File: config.mk
export PLATFORM = sky130hd
export DESIGN_NAME = shell_line_tokenizer
export DESIGN_NICKNAME = d
export VERILOG_FILES = /design/src/rtl/slt_pkg.sv /design/src/rtl/slt_front.sv /design/src/rtl/slt_queue.sv /design/src/rtl/slt_back.sv /design/src/rtl/shell_line_tokenizer.sv
export SDC_FILE = /design/constraint.sdc
export NUM_CORES = 1
export LEC_CHECK = 0
export BUFFER_PORTS_ARGS = -buffer_cell sky130_fd_sc_hd__clkbuf_2
export CAP_MARGIN = 0
export CORE_UTILIZATION = 62
export DETAILED_ROUTE_END_ITERATION = 6
export MAX_ROUTING_LAYER = met4
export PLACE_DENSITY = 0.86
export SETUP_SLACK_MARGIN = 0.3
export SYNTH_ARGS = -nofsm -noshare
export SYNTH_HDL_FRONTEND = slang
export SYNTH_SLANG_ARGS = --single-unit
File: constraint.sdc
create_clock -name clock -period 5.27 [get_ports clock]
set_input_delay 0.7905 -clock clock [delete_from_list [all_inputs] [get_ports clock]]
set_output_delay 0.7905 -clock clock [all_outputs]
set_load 0.01 [all_outputs]
File: src/rtl/slt_pkg.sv
`timescale 1ns / 1ps

package slt_pkg;

   // Token count saturation; the result fields are 8 bits wide, so the cap is 255 at most.
   localparam int MAX_TOKENS = 255;
   localparam int CAP_INT    = (MAX_TOKENS > 255) ? 255 : MAX_TOKENS;
   localparam logic [7:0] TOKEN_CAP = 8'(CAP_INT);

   // Queue between front and back end; the depth must be a power of two.
   localparam int QUEUE_DEPTH = 4;
   localparam int QPTR_W      = $clog2(QUEUE_DEPTH);

   localparam logic [7:0] CHAR_SPACE  = 8'h20;
   localparam logic [7:0] CHAR_TAB    = 8'h09;
   localparam logic [7:0] CHAR_SQUOTE = 8'h27;
   localparam logic [7:0] CHAR_DQUOTE = 8'h22;
   localparam logic [7:0] CHAR_LT     = 8'h3C;
   localparam logic [7:0] CHAR_GT     = 8'h3E;
   localparam logic [7:0] CHAR_PIPE   = 8'h7C;

   typedef enum logic [2:0] {
      CLS_OTHER,
      CLS_BLANK,
      CLS_SQUOTE,
      CLS_DQUOTE,
      CLS_LT,
      CLS_GT,
      CLS_PIPE
   } char_class_type;

   typedef enum logic [2:0] {
      MODE_IDLE = 3'd0,
      MODE_WORD = 3'd1,
      MODE_SQ   = 3'd2,
      MODE_DQ   = 3'd3,
      MODE_LT   = 3'd4,
      MODE_GT   = 3'd5,
      MODE_OP   = 3'd6
   } lex_mode_type;

   typedef struct packed {
      char_class_type cls;
      logic           last;
   } queue_entry_type;

   function automatic char_class_type classify(input logic [7:0] ch);
      char_class_type cls;
      cls = CLS_OTHER;
      if (ch == CHAR_SPACE || ch == CHAR_TAB) begin
         cls = CLS_BLANK;
      end else if (ch == CHAR_SQUOTE) begin
         cls = CLS_SQUOTE;
      end else if (ch == CHAR_DQUOTE) begin
         cls = CLS_DQUOTE;
      end else if (ch == CHAR_LT) begin
         cls = CLS_LT;
      end else if (ch == CHAR_GT) begin
         cls = CLS_GT;
      end else if (ch == CHAR_PIPE) begin
         cls = CLS_PIPE;
      end
      return cls;
   endfunction

endpackage

File: src/rtl/slt_front.sv
`timescale 1ns / 1ps

module slt_front
   import slt_pkg::*;
(
   input  logic            req_tvalid,
   input  logic [7:0]      req_tdata,
   input  logic            req_tlast,
   input  logic            queue_full,
   output logic            req_tready,
   output logic            push,
   output queue_entry_type push_entry
);

   assign req_tready       = !queue_full;
   assign push             = req_tvalid && !queue_full;
   assign push_entry.cls   = classify(req_tdata);
   assign push_entry.last  = req_tlast;

endmodule

File: src/rtl/slt_queue.sv
`timescale 1ns / 1ps

module slt_queue
   import slt_pkg::*;
(
   input  logic            clock,
   input  logic            reset,
   input  logic            push,
   input  queue_entry_type push_entry,
   input  logic            pop,
   output logic            full,
   output logic            not_empty,
   output queue_entry_type head
);

   queue_entry_type       entry_ff [QUEUE_DEPTH];
   logic [QPTR_W-1:0]     wr_ptr_ff, wr_ptr_in;
   logic [QPTR_W-1:0]     rd_ptr_ff, rd_ptr_in;
   logic [QPTR_W:0]       count_ff, count_in;

   assign full      = (count_ff == (QPTR_W+1)'(QUEUE_DEPTH));
   assign not_empty = (count_ff != '0);
   assign head      = entry_ff[rd_ptr_ff];

   always_comb begin
      wr_ptr_in = push ? wr_ptr_ff + 1'b1 : wr_ptr_ff;
      rd_ptr_in = pop  ? rd_ptr_ff + 1'b1 : rd_ptr_ff;
      count_in  = count_ff;
      if (push && !pop) begin
         count_in = count_ff + 1'b1;
      end else if (pop && !push) begin
         count_in = count_ff - 1'b1;
      end
   end

   always_ff @(posedge clock) begin
      if (reset) begin
         wr_ptr_ff <= '0;
         rd_ptr_ff <= '0;
         count_ff  <= '0;
      end else begin
         wr_ptr_ff <= wr_ptr_in;
         rd_ptr_ff <= rd_ptr_in;
         count_ff  <= count_in;
      end
   end

   always_ff @(posedge clock) begin
      if (push) begin
         entry_ff[wr_ptr_ff] <= push_entry;
      end
   end

endmodule

File: src/rtl/slt_back.sv
`timescale 1ns / 1ps

module slt_back
   import slt_pkg::*;
(
   input  logic            clock,
   input  logic            reset,
   input  logic            head_valid,
   input  queue_entry_type head,
   output logic            pop,
   output logic            rsp_tvalid,
   input  logic            rsp_tready,
   output logic [23:0]     rsp_tdata,
   output logic            rsp_tlast
);

   lex_mode_type mode_ff, mode_in, mode_next;
   logic [7:0]   count_ff, count_in, count_next;
   logic         member, start;
   logic         rsp_tvalid_ff, rsp_tvalid_in;
   logic [23:0]  rsp_tdata_ff, rsp_tdata_in;
   logic         rsp_tlast_ff;
   logic [7:0]   token_number, token_total;
   logic         open_quote;

   // Output register frees up when empty or being drained this cycle.
   assign pop = head_valid && (!rsp_tvalid_ff || rsp_tready);

   // Lexer next state
   always_comb begin
      mode_next = mode_ff;
      unique case (mode_ff)
         MODE_SQ: begin
            mode_next = (head.cls == CLS_SQUOTE) ? MODE_WORD : MODE_SQ;
         end
         MODE_DQ: begin
            mode_next = (head.cls == CLS_DQUOTE) ? MODE_WORD : MODE_DQ;
         end
         default: begin
            if ((mode_ff == MODE_LT && head.cls == CLS_LT) ||
                (mode_ff == MODE_GT && head.cls == CLS_GT)) begin
               mode_next = MODE_OP;
            end else begin
               case (head.cls)
                  CLS_BLANK:  mode_next = MODE_IDLE;
                  CLS_LT:     mode_next = MODE_LT;
                  CLS_GT:     mode_next = MODE_GT;
                  CLS_PIPE:   mode_next = MODE_OP;
                  CLS_SQUOTE: mode_next = MODE_SQ;
                  CLS_DQUOTE: mode_next = MODE_DQ;
                  default:    mode_next = MODE_WORD;
               endcase
            end
         end
      endcase
   end

   // Lexer outputs: membership and token start
   always_comb begin
      member = 1'b1;
      start  = 1'b0;
      unique case (mode_ff)
         MODE_SQ, MODE_DQ: begin
            member = 1'b1;
         end
         default: begin
            if ((mode_ff == MODE_LT && head.cls == CLS_LT) ||
                (mode_ff == MODE_GT && head.cls == CLS_GT)) begin
               start = 1'b0;
            end else if (head.cls == CLS_BLANK) begin
               member = 1'b0;
            end else if (head.cls inside {CLS_LT, CLS_GT, CLS_PIPE}) begin
               start = 1'b1;
            end else begin
               start = (mode_ff != MODE_WORD);
            end
         end
      endcase
   end

   always_comb begin
      count_next   = (start && count_ff < TOKEN_CAP) ? count_ff + 8'd1 : count_ff;
      token_number = (member && count_next != 8'd0) ? count_next - 8'd1 : 8'd0;
      token_total  = head.last ? count_next : 8'd0;
      open_quote   = head.last && (mode_next == MODE_SQ || mode_next == MODE_DQ);

      mode_in  = mode_ff;
      count_in = count_ff;
      if (pop) begin
         mode_in  = head.last ? MODE_IDLE : mode_next;
         count_in = head.last ? 8'd0 : count_next;
      end

      rsp_tvalid_in = pop || (rsp_tvalid_ff && !rsp_tready);
      rsp_tdata_in  = {5'd0, open_quote, token_total, token_number, start, member};
   end

   always_ff @(posedge clock) begin
      if (reset) begin
         mode_ff       <= MODE_IDLE;
         count_ff      <= 8'd0;
         rsp_tvalid_ff <= 1'b0;
      end else begin
         mode_ff       <= mode_in;
         count_ff      <= count_in;
         rsp_tvalid_ff <= rsp_tvalid_in;
      end
   end

   always_ff @(posedge clock) begin
      if (pop) begin
         rsp_tdata_ff <= rsp_tdata_in;
         rsp_tlast_ff <= head.last;
      end
   end

   assign rsp_tvalid = rsp_tvalid_ff;
   assign rsp_tdata  = rsp_tdata_ff;
   assign rsp_tlast  = rsp_tlast_ff;

endmodule

File: src/rtl/shell_line_tokenizer.sv
`timescale 1ns / 1ps

// Shell command line tokenizer. Bytes of a command line stream in on the req_ channel, one
// transaction per byte, with req_tlast on the final byte; every byte yields exactly one
// result transaction on the rsp_ channel, in order. Blanks (space, tab) outside quotes are
// dropped and separate tokens; single and double quotes may open anywhere in a word and keep
// blanks and operator bytes inside; |, < and > are tokens of their own, and << and >> pair
// into one. Each result says whether the byte belongs to a token, whether it starts one, and
// the 0-based token index (saturating at MAX_TOKENS-1). The result for the last byte also
// carries the line's token total (saturating at MAX_TOKENS) and an unclosed-quote flag, and
// the lexer then starts over for the next line. Throughput is one byte per clock while the
// output is not stalled, set by the lexer state update in the back end; a byte's result is
// presented on the clock after the one in which the back end takes it from the queue. A
// four-entry queue decouples the input from output backpressure, so the input stays
// ready for up to four more bytes while a result waits to be taken; after that req_tready
// drops until the output drains.

module shell_line_tokenizer
   import slt_pkg::*;
(
   input  logic        clock,
   input  logic        reset,
   input  logic        req_tvalid,
   output logic        req_tready,
   input  logic [7:0]  req_tdata,   // [7:0] ch
   input  logic        req_tlast,   // last
   output logic        rsp_tvalid,
   input  logic        rsp_tready,
   output logic [23:0] rsp_tdata,   // [0] in_token, [1] starts_token, [9:2] token_number,
                                    // [17:10] token_total, [18] open_quote, [23:19] zero
   output logic        rsp_tlast    // line_end
);

   logic            push, pop;
   logic            queue_full, queue_not_empty;
   queue_entry_type push_entry, head;

   // Front end: byte classification, accepts while the queue has room
   slt_front u_front (
      .req_tvalid (req_tvalid),
      .req_tdata  (req_tdata),
      .req_tlast  (req_tlast),
      .queue_full (queue_full),
      .req_tready (req_tready),
      .push       (push),
      .push_entry (push_entry)
   );

   // Classified bytes waiting for the lexer
   slt_queue u_queue (
      .clock      (clock),
      .reset      (reset),
      .push       (push),
      .push_entry (push_entry),
      .pop        (pop),
      .full       (queue_full),
      .not_empty  (queue_not_empty),
      .head       (head)
   );

   // Back end: lexer state, token counter and registered result
   slt_back u_back (
      .clock      (clock),
      .reset      (reset),
      .head_valid (queue_not_empty),
      .head       (head),
      .pop        (pop),
      .rsp_tvalid (rsp_tvalid),
      .rsp_tready (rsp_tready),
      .rsp_tdata  (rsp_tdata),
      .rsp_tlast  (rsp_tlast)
   );

endmodule

# Word-level counts from Yosys, hierarchy flattened
# Memory sizes are Yosys's and may differ from the RTL's. A register that Yosys moved wholly into a read port is not among the register bits.
# Index checks and enable logic that the tools add are counted.
# classes
reduce_logical,25
mux,27
eq_ne,21
n_lt_le_gt_ge,1
add_sub_neg,6
# ops
cell,count
$eq 8x6->1 const B,5
$mux 3,10
$eq 3x2->1 const B,6
$eq 3x3->1 const B,6
$pmux 3 s6,1
$mux 8,2
$logic_and 1x1->1,10
$mux 1,9
$add 8x1->8 const B,1
$eq 8x4->1 const B,1
$eq 8x7->1 const B,1
$lt 8x8->1 const B,1
$mux 2,4
$reduce_bool 8->1,1
$sub 8x1->8 const B,1
$pmux 3 s2,1
$reduce_bool 3->1,2
$logic_not 1->1,5
$logic_or 1x1->1,5
$add 2x1->2 const B,2
$add 3x1->3 const B,1
$eq 3x1->1 const B,1
$ne 3x1->1 const B,1
$sub 3x1->3 const B,1
2 further kinds,2
# word_totals
ff_bits,39
memories,1
output_inout_bits,27
mem_bits_rw,16
inputBits,13
# memory_table
name,words,word_bits,rd,rd_clocked_by_memory_dff,wr,line_no,source
u_queue.entry_ff,4,4,1,1,1,slt_queue.sv:16,queue_entry_type entry_ff [QUEUE_DEPTH];

# Longest topological paths before layout
# logic_depth
word_depth,10
mapped_depth,13
ltp_nobuf,10

# Modules after synthesis
# Synthesis repeated with hierarchy kept, for this count alone.
# unflattened
hier_cells,277
area_unflattened_um2,3037.9
# by_module_without_submodules
mod,area_each_um2,cells_per_inst,seq_area_each_um2,n_inst
slt_back,1895.6,194,840.8,1
slt_queue,1017.2,64,660.6,1
slt_front,125.1,19,0.0,1

# Worst setup path after synthesis
# OpenSTA, ideal clock, no wires.
# synth_timing
path_kind,register -> register
startpoint,register with a tool-made name
endpoint,"register u_back.rsp_tdata_ff[8] (netlist: u_back.rsp_tdata[8]), data pin"
slack_ps,2188
required_time_ps,4978
setup_ps,292
t_arrival_ps,2791
path_buffers,3
path_stages_with_launch,14
synth_period_minus_slack_ps,3082
path_cell_list,dfxtp_1 buf_6 mux4_2 buf_6 nand2_1 a311oi_1 buf_4 nor3b_4 mux2i_1 ha_1 nand2_1 mux2i_1 a31o_1 a211oi_1
# synth_lines
item,line_no,source
to (signal assigned),slt_back.sv:112,rsp_tdata_ff <= rsp_tdata_in;
to (decl),slt_back.sv:21,"logic [23:0] rsp_tdata_ff, rsp_tdata_in;"

==> impl_metrics.py <==
metrics = {
    "clock_network": {
        "clockRootBuffer": "clkbuf_8",
        "cts_hold_buf": 0,
        "clk_pin_slew_ns": 0.06,
        "cts_buffers": 9,
        "htreeDepth": 3,
        "postCtsResizedCells": 0,
        "clkLatencyLatePin_ns": 0.34,
        "postCtsSetupBuffers": 0,
        "cts.sinks": 57,
        "cts_buffer_depth": 2,
        "cts_tree": "done",
    },
    "global_route": {
        "antenna_found_initial": 0,
        "grt_pass1_wl_um": 9690,
        "first_global_vias": 2083,
        "grt_overflow_total": 0,
        "grt_start_max_net_pins": 25,
        "grt_usage_pct": 25.9,
    },
    "power_and_ir_drop": {
        "leakage_nw": 1.31,
        "power_mw": 1.90,
        "ir_drop_uv": 357,
        "power_density_mw_per_mm2": 558,
    },
    "timing": {
        "fin_worst_skew_ns": 0.00317,
        "setup_tns_ns": 0,
        "fmax_mhz": 265,
        "finalCritPeriodShare_pct": 71.5,
        "tightest_slew_ns": 1.00,
        "whs_ns": 0.473,
        "timing.final.max_slew_violations": 0,
        "relSlewSlack_pct": 33.3,
        "hold_viol": 0,
        "post-route-min-period_ns": 3.77,
        "finalSetupViolCount": 0,
        "rsz0062_at_grt": "false",
    },
    "synth": {
        "synthArstFlopShare_pct": 0,
        "yosysWarnings": 0,
        "synth_seq_cells": 57,
        "syn_avg_cell_area_sq_um": 10.6,
        "seq_area_frac_synth_pct": 49.0,
        "syn-cell-area_sq_mm": 0.00306,
        "synth_top_cell_area_share_pct": 35.3,
        "synth-edff-count": 36,
        "synth_top_area_cell": "edfxtp_1",
        "ys_types": 60,
        "synth_area_leaders": "edfxtp_1 (35%), dfxtp_1 (14%), nor2_1 (4.7%), ha_1 (3.3%), nand2_1 (2.7%)",
        "synthFlopType": "edfxtp_1",
        "syn_inst": 289,
    },
    "detailed_routing": {
        "wl_um": 5980,
        "drt-met1-wl_um": 2490,
        "drtPass1Iterations": 4,
        "vias": 2288,
        "drt_iter0_drc": 173,
        "route.detailed.drc": 0,
        "dr_wl_met2_um": 2970,
        "postRouteAntennaNets": 0,
        "wl_per_cell_um": 15.1,
        "viasPerCell": 5.79,
        "highest_layer": "met4",
        "wl_met3_um": 386,
    },
    "run_status": {
        "outcome": "finished clean",
    },
    "setup_path": {
        "critPathArrivalTime_ns": 3.93,
        "endpoint_kind": "register",
        "crit_required_ns": 5.43,
        "critPathMaxFanout": 11,
        "critical_path_class": "reg2reg",
        "start_kind": "register",
    },
    "final_layout": {
        "drive_above_1_share_pct": 21.3,
        "nets": 345,
        "area_growth_pct": 11.2,
        "finalInstanceArea_sq_mm": 0.00341,
        "final_cells": 395,
        "antennaDiodeCount": 0,
    },
    "placement": {
        "dp.cells": 379,
        "portBuffers": 34,
        "gp_congestion": 0.928,
        "hpwlAfterDp_um": 4100,
        "place_area_sq_mm": 0.00325,
    },
    "floorplanning": {
        "dieArea_sq_mm": 0.00523,
        "die_w_um": 72.3,
        "start_util_pct": 64.8,
        "rows": 25,
        "io_pins": 40,
        "core_area_sq_mm": 0.00472,
        "die_h_um": 72.3,
    },
    "hold_path": {
        "hold_path_class": "reg2reg",
    },
    "job": {
        "drv_cap": 0,
    },
}
## final cells by class
type,instances,area (sq um)
Sequential cell,57,1500
Multi-Input combinational cell,206,1430
Fill cell,347,1320
Timing Repair Buffer,37,193
Clock buffer,12,135
Tap cell,67,83.8
Inverter,12,45.0
Clock inverter,4,20.0
## registers in the layout, summed over array words and instances, names as in the netlist, named ones only
| signal | flops |
|---|---|
| u_back.rsp_tvalid | 1 |
| u_back.count_ff | 8 |
| u_queue.wr_ptr_ff | 2 |
| u_back.rsp_tlast | 1 |
| u_back.mode_ff | 3 |
| u_queue.count_ff | 3 |
| u_back.rsp_tdata | 19 |
| u_queue.entry_ff | 16 |
| u_queue.rd_ptr_ff | 2 |
## per-stage QoR
| stage | utilization (%) | setup slack, ns |
|---|---|---|
| floorplan | - | 2.19 |
| global placement | 68.8 | 1.77 |
| detailed placement | 68.8 | 1.59 |
| CTS | 72.1 | 1.52 |
| global route | 72.1 | 1.27 |
| finish | 72.1 | 1.50 |
## per-layer routing
metal / GRT usage, % / vias to the layer above
met5: - / -
met4: 10.9 / 0
met3: 6.81 / 16
met2: 44.0 / 92
met1: 28.8 / 1074
li1: - / 1106
## logic make-up (layout without fill, tap and decap cells)
| family | Yosys count | after routing | share of synthesized area, % |
|---|---|---|---|
| AND/OR/NAND/NOR | 116 | 116 | 20.0 |
| flip-flops | 57 | 57 | 49.0 |
| AO/OA/AOI/OAI | 48 | 48 | 11.6 |
| multiplexers | 14 | 14 | 6.05 |
| other | 1 | 5 | 0.122 |
| adder cells (fa/ha/maj) | 9 | 9 | 3.92 |
| XOR/XNOR | 14 | 14 | 4.25 |
| buffers and inverters | 30 | 65 | 5.02 |
## worst paths after layout
check	end	slack, ns	cells after the start	startpoint
hold / removal	u_back.rsp_tvalid	0.47	2	u_back.rsp_tvalid
setup reg to reg	u_back.rsp_tdata[6]	1.50	9	register
setup / recovery	u_back.rsp_tdata[6]	1.50	9	register
hold reg to reg	u_back.rsp_tvalid	0.47	2	u_back.rsp_tvalid
## cells in the mapped netlist, types with 3 or more instances
cell type  instances
a21o_1             5
inv_1             12
xnor2_1            7
nor3_1            11
buf_4              7
mux4_2             3
edfxtp_1          36
a21oi_1           10
nand4_1            5
nand2_1           22
o21ai_0            7
mux2i_1            8
a211oi_1           4
dfxtp_1           21
nand2b_1           6
a2bb2oi_1          4
clkbuf_1           9
nor2_1            38
ha_1               8
and3_1             6
xor2_1             6
nand3_1            6
## power breakdown
group	total (mW)	switching, mW	internal (mW)
Sequential	0.727	0.0743	0.653
Clock	0.331	0.164	0.167
Combinational	0.844	0.503	0.341
## critical path: stages, from the launching register on
cell and delay [ns]:
dfxtp_1 0.49, mux4_2 0.65, a311oi_2 0.91, nor3b_4 0.14
xnor2_1 0.36, ha_1 0.27, nand2_1 0.07, mux2i_1 0.30
nand3_1 0.13, a211oi_1 0.27
## cells in the final DEF, fill, tap and decap left out, types with 3 or more instances in the layout
cell       netlist  final
nor2_1          38     38
edfxtp_1        36     36
clkbuf_2         0     34
nand2_1         22     22
dfxtp_1         21     21
inv_1           12     12
nor3_1          11     11
a21oi_1         10     10
clkbuf_8         0      9
mux2i_1          8      8
ha_1             8      8
o21ai_0          7      7
xnor2_1          7      7
nand2b_1         6      6
nand3_1          6      6
and3_1           6      6
xor2_1           6      6
a21o_1           5      5
nand4_1          5      5
conb_1           1      5
a211oi_1         4      4
a2bb2oi_1        4      4
clkinv_2         0      4
mux4_2           3      3
clkbuf_1         9      3
buf_4            7      3
Power figures use the tool's default switching activity.
